File: src/hdl/v3n_pkg.sv
`default_nettype none
package v3n_pkg;

   localparam int CompWidth  = 32;
   localparam int UnitFrac   = 30;
   localparam int RootSteps  = 32;
   localparam int DivSteps   = 31;
   localparam int QueueDepth = 4;
   localparam int QueuePtrW  = $clog2(QueueDepth);

   // front result: exact sum of squares plus what the divider needs
   typedef struct packed {
      logic [63:0]       sum;
      logic [2:0][31:0]  mag;
      logic [2:0]        neg;
      logic              zero;
   } item_type;

   typedef struct packed {
      logic [63:0]       v;
      logic [35:0]       rem;
      logic [31:0]       root;
      logic [2:0][31:0]  mag;
      logic [2:0]        neg;
      logic              zero;
   } root_stage_type;

   typedef struct packed {
      logic [31:0]       len;
      logic [2:0][31:0]  r;
      logic [2:0][30:0]  q;
      logic [2:0][30:0]  nb;
      logic [2:0]        neg;
      logic              zero;
   } div_stage_type;

endpackage
`default_nettype wire

File: src/hdl/v3n_queue.sv
`default_nettype none
module v3n_queue (
   input  wire logic         clock,
   input  wire logic         reset,
   input  wire logic         push_valid,
   input  v3n_pkg::item_type push_item,
   output logic              push_ready,
   output logic              pop_valid,
   output v3n_pkg::item_type pop_item,
   input  wire logic         pop_ready
);
   import v3n_pkg::*;

   item_type               mem_ff [QueueDepth];
   item_type               head_ff;
   logic [QueuePtrW-1:0]   wr_ff, wr_in, rd_ff, rd_in;
   logic [QueuePtrW:0]     cnt_ff, cnt_in;
   logic                   head_vld_ff, head_vld_in;
   logic                   do_push, do_pop, do_load;

   assign push_ready = cnt_ff != (QueuePtrW+1)'(QueueDepth);
   assign pop_valid  = head_vld_ff;
   assign pop_item   = head_ff;
   assign do_push    = push_valid && push_ready;
   assign do_pop     = pop_valid && pop_ready;
   // refill the head register whenever an entry waits and the head is empty or its beat leaves
   assign do_load    = (cnt_ff != '0) && (!head_vld_ff || pop_ready);

   always_comb begin
      wr_in       = do_push ? wr_ff + 1'b1 : wr_ff;
      rd_in       = do_load ? rd_ff + 1'b1 : rd_ff;
      cnt_in      = cnt_ff + (QueuePtrW+1)'(do_push) - (QueuePtrW+1)'(do_load);
      head_vld_in = do_load ? 1'b1 : (do_pop ? 1'b0 : head_vld_ff);
   end

   always_ff @(posedge clock) begin
      if (reset) begin
         wr_ff       <= '0;
         rd_ff       <= '0;
         cnt_ff      <= '0;
         head_vld_ff <= 1'b0;
      end else begin
         wr_ff       <= wr_in;
         rd_ff       <= rd_in;
         cnt_ff      <= cnt_in;
         head_vld_ff <= head_vld_in;
      end
   end

   always_ff @(posedge clock) begin
      if (do_push) mem_ff[wr_ff] <= push_item;
      if (do_load) head_ff <= mem_ff[rd_ff];
   end
endmodule
`default_nettype wire

File: config.mk
export PLATFORM = sky130hd
export DESIGN_NAME = v3n_queue
export DESIGN_NICKNAME = d
export VERILOG_FILES = /design/src/hdl/v3n_pkg.sv /design/src/hdl/v3n_queue.sv
export SDC_FILE = /design/constraint.sdc
export NUM_CORES = 1
export LEC_CHECK = 0
export BUFFER_PORTS_ARGS = -buffer_cell sky130_fd_sc_hd__buf_2
export CORE_MARGIN = 5
export CORE_UTILIZATION = 50
export CTS_BUF_LIST = sky130_fd_sc_hd__clkbuf_8
export CTS_CLUSTER_DIAMETER = 120
export DETAILED_ROUTE_END_ITERATION = 8
export GPL_TIMING_DRIVEN = 0
export PLACE_DENSITY_LB_ADDON = 0.12
export SYNTH_ARGS = -nofsm -noshare
export SYNTH_HDL_FRONTEND = slang
export SYNTH_SLANG_ARGS = --single-unit
export TNS_END_PERCENT = 10
File: constraint.sdc
create_clock -name clock -period 14.55 [get_ports clock]
set_input_delay 0.7275 -clock clock [delete_from_list [all_inputs] [get_ports clock]]
set_output_delay 0.7275 -clock clock [all_outputs]
set_load 0.005 [all_outputs]
* After elaboration in Yosys (flattened, before gate mapping)
Memories as Yosys holds them, arrays and structs flattened. A register that Yosys moved wholly into a read port is not among the register bits. Index checks and enable logic that the tools add are counted.
Storage, ports and cells: logic and storage cells 21, memory bits (writable) 656, register bits after elaboration 8, memories kept 1, output and inout bits 166
Memories:
- mem_ff | words 4, width 164, read ports 1, clocked after memory_dff 1, write ports 1, line v3n_queue.sv:14 | item_type mem_ff [QueueDepth];
Operators by class: equal/unequal tests 1, add/subtract/negate cells 4, reductions and logical operators 7, multiplexer cells 4
Operator list (count):
- 2-bit by 1-bit adder with 2-bit output, second input constant | 2
- 1-bit two-way mux | 4
- 3-bit by 1-bit adder with 3-bit output | 1
- 1-bit logical AND | 3
- 3-bit inequality test, second input constant | 1
- 3-bit nonzero test | 1
- 3-bit by 1-bit subtractor with 3-bit output | 1
- 2-bit nonzero test | 1
- 1-bit zero test | 1
- 1-bit logical OR | 1

* Depth between registers and ports, before layout
depth in word-level cells 4, mapped depth 11

* Worst setup path before layout
No wires, ideal clock.
path kind in2reg, start point input port pop_ready, end point register cnt_ff[2], required time 14.472 ns, arrival 9.798 ns, cell stages on the path 10, path slack 4.674 ns, library setup time 0.078 ns, cells stage by stage nor2b_1 -> nor2_1 -> ha_1 -> inv_1 -> ha_1 -> inv_1 -> fa_1 -> xor2_1 -> and2_1 -> nor3_1
Between the ends: cells in the longest elaborated chain, start to end 3
Ends and longest elaborated chain:
- from (decl) | line v3n_queue.sv:10 | input wire logic pop_ready
- 1-bit logical OR | line v3n_queue.sv:27 | assign do_load = (cnt_ff != '0) && (!head_vld_ff || pop_ready);
- 1-bit logical AND | line v3n_queue.sv:27
- net do_load | line v3n_queue.sv:19 | logic do_push, do_pop, do_load;
- 3-bit by 1-bit subtractor with 3-bit output | line v3n_queue.sv:32 | cnt_in = cnt_ff + (QueuePtrW+1)'(do_push) - (QueuePtrW+1)'(do_load);
- to (signal assigned) | line v3n_queue.sv:45 | cnt_ff <= cnt_in;
- to (decl) | line v3n_queue.sv:17 | logic [QueuePtrW:0] cnt_ff, cnt_in;
The timed path passes the listed nets, and every way through them passes these cells. A chain may end at the register's enable or synchronous reset.

* Final worst setup path
start point register cnt_ff[1], end point register cnt_ff[2]
Between the ends: elaborated cells on any way between the ends 6, classes of those cells add/sub: 2; eq/ne: 1; reduce/logical: 3
RTL lines (line):
- 3-bit nonzero test | v3n_queue.sv:27
- 1-bit logical AND | v3n_queue.sv:27
- net do_load | v3n_queue.sv:19
- 3-bit by 1-bit subtractor with 3-bit output | v3n_queue.sv:32
The timed path passes the listed nets, and every way through them passes these cells.

==> metrics.csv <==
metric,value,unit
ant_nets,0,
viasPerCell,5.240,
drt_pre_antenna_iters,5,
start_util,0.5056,
num_vias,12690,
slew_violations,0,
muxShareOfSynthArea,0.1277,
core_area,57700,µm²
rr_worst_depth,11,
grt_pass1_vias,13990,
cts.clk_slew.worst_paths,0.06,ns
synth_xor_area_frac,0.0003003,
worstPathMaxFanout,19,
total_power,0.006505,W
cts_root_buffer,clkbuf_8,
path_class,reg -> reg,
fmax,359.9,MHz
synth_compound_area_frac,0.0005147,
crit_start,cnt_ff[1],
cp_top_family,simple AND/OR/NAND/NOR gates,
slowest_delay,0.50,ns
nFillCells,4113,
cts_tree,yes,
period_share,0.1910,
synth-edff-count,820,
ys_top_cells_by_count,"edfxtp_1 (820), mux4_2 (164), buf_2 (15)",
skew,0.02339,ns
tightest_slew,0.9273,ns
layout.nets,1735,
reg2reg_to,cnt_ff[2],
ctsHoldBuffers,0,
cts_sinks,828,
drc,0,
cp-end-kind,flip-flop,
clock_latency,0.74,ns
yosys.area_share.adder,0.003260,
synth_area_per_cell,27.18,µm²
synthTopCellsByArea,"edfxtp_1 (84%), mux4_2 (13%), buf_12 (0.75%), dfxtp_1 (0.55%), buf_2 (0.26%)",
antenna_found_initial,19,
r2r_slack,11.77,ns
cp-endpoint,cnt_ff[2],
crit_slowest_cell,nor3_1,
gp_congestion,0.7139,
die_y,251.5,µm
yosysSeqAreaShare,0.8497,
hold_viol,0,
critPathLaunchType,flip-flop,
synthesis.nets,1248,
crit_buf_inv,3,
ys.flop_type,edfxtp_1,
final_cell_count_no_fill,2421,
dp_hpwl,34890,µm
synth_seq_cells,828,
dpl.cell_count,2190,
overflow,0,
rsz0062_at_grt,false,
layout_min_cycle_time,2.778,ns
status,finished clean,
htreeDepth,4,
port-buffer-count,333,
cellLeakagePower,11.79,nW
yosysUniqueCellTypes,25,
yosysWarnings,0,
max_cap_violations,0,
cp_data_arrival_time,3.43,ns
async_flop_share,0,
yosysTopAreaCellShare,0.8442,
clock_path_buffers,3,
cp.depth,11,
ir_drop,0.1133,mV
final_layout_size_suffix_gt1_frac,0.4365,
cts_resized,0,
wirelength,56280,µm
die_w,251.5,µm
grt_max_degree,55,
final-setup-viol-count,0,
rr_startpoint,cnt_ff[1],
pin_count,334,
yosysMostFrequentCell,edfxtp_1,
synthCells,1073,
relSlewSlack,0.3818,
die_area,63270,µm²
grt_use_total,0.1804,
num_rows,88,
area_growth,18.72,%
grt_pass1_wl,84900,µm
crit_chain,"nor3_1, nor2_4, buf_16, ha_1, inv_1, ha_1, inv_1, fa_1, xor2_1, and2_1, nor3_1",
synth_top_family_by_area,multiplexers,
drt-initial-drc-count,683,
worstHoldPathType,in -> reg,
wl_per_cell,23.25,µm
yosys.area.top_type,edfxtp_1,
yosys.area_share.simple,0.004547,
numCtsBuffers,133,
worstPathRequired,15.20,ns
power_density,187.8,nW/µm²
post-cts-setup-buffers,0,
netlist_area,29170,µm²
## layout make-up
type / count / area (µm²) / share of cell area
plain buffers: 38 / 389.1 / 0.01124
diodes: 11 / 27.53 / 0.0007949
clock inverters: 77 / 339.1 / 0.009791
flip-flops and latches: 828 / 24780 / 0.7157
multi-input cells: 202 / 3995 / 0.1154
clock buffers: 143 / 1968 / 0.05683
repair buffers: 352 / 2152 / 0.06214
inverters: 5 / 18.77 / 0.0005419
well taps: 765 / 957.2 / 0.02764
## worst min-delay path by stage
stage | startpoint | slack (ns) | end | cells after the start
6_report | push_item[97] | 0.20 | mem_ff[2][97] | 1
5_1_grt | push_item[19] | 0.11 | mem_ff[0][19] | 1
4_1_cts | push_item[143] | 0.1 | mem_ff[2][143] | 1
3_5_place_dp | wr_ff[1] | 0.52 | wr_ff[1] | 2
3_3_place_gp | wr_ff[1] | 0.50 | wr_ff[1] | 2
2_1_floorplan | wr_ff[1] | 0.48 | wr_ff[1] | 2
## worst reg2reg max path: stages, from the launching register on
cell and delay [ns]:
dfxtp_1 0.35, nor3_1 0.50, nor2_4 0.26, buf_16 0.24
ha_1 0.27, inv_1 0.06, ha_1 0.13, inv_1 0.05
fa_1 0.40, xor2_1 0.16, and2_1 0.15, nor3_1 0.13
## stage by stage
stage / area (µm²) / utilization / hold slack, ns / setup WS, ns / setup TNS [ns]
after floorplan: 29170 / - / 0.4820 / 4.674 / 0
after global placement: 31790 / 0.5511 / 0.4960 / -2.122 / -29.44
after detailed placement: 32300 / 0.5598 / 0.5201 / 11.40 / 0
after CTS: 34600 / 0.5998 / 0.09803 / 11.75 / 0
after global routing: 34620 / 0.6000 / 0.1135 / 11.50 / 0
final: 34630 / 0.6002 / 0.1981 / 11.77 / 0
## registers in the layout (all words and copies together), names as in the netlist
signal,flops
wr_ff,2
pop_item,164
rd_ff,2
mem_ff,656
pop_valid,1
cnt_ff,3
## placed cells by master, fill, tap and decap left out, types with 4 or more instances in the layout
master / count
edfxtp_1: 820
buf_2: 348
mux4_2: 164
clkbuf_8: 143
inv_1: 43
clkinv_1: 21
buf_12: 16
buf_16: 14
clkinv_2: 12
diode_2: 11
dfxtp_1: 8
nor2_1: 7
ha_1: 6
buf_6: 5
nor2b_1: 4
and2_4: 4
## cell families (layout without fill, tap and decap cells)
kind of cell             Yosys count  count (layout)
flip-flops                       828             828
multiplexers                     167             167
buffers and inverters             43             615
AND/OR/NAND/NOR                   25              25
adder cells (fa/ha/maj)            7               7
AO/OA/AOI/OAI                      2               2
XOR/XNOR                           1               1
other                              0              11
## per-layer routing
metal	track usage	part of all wire	routed length (µm)	vias up
li1	-	-	-	5618
met1	0.2315	0.41	22840	6611
met2	0.2873	0.50	28000	351
met3	0.07164	0.075	4249	90
met4	0.05816	0.019	1077	16
met5	0	0.0020	111	-
## power breakdown
part,switching (W),internal [W],total [W]
combinational,0.000747,0.000669,0.00142
clock,0.000845,0.000900,0.00174
sequential,0.000116,0.00323,0.00334
Note: power is estimated with default switching activity, not from simulation.
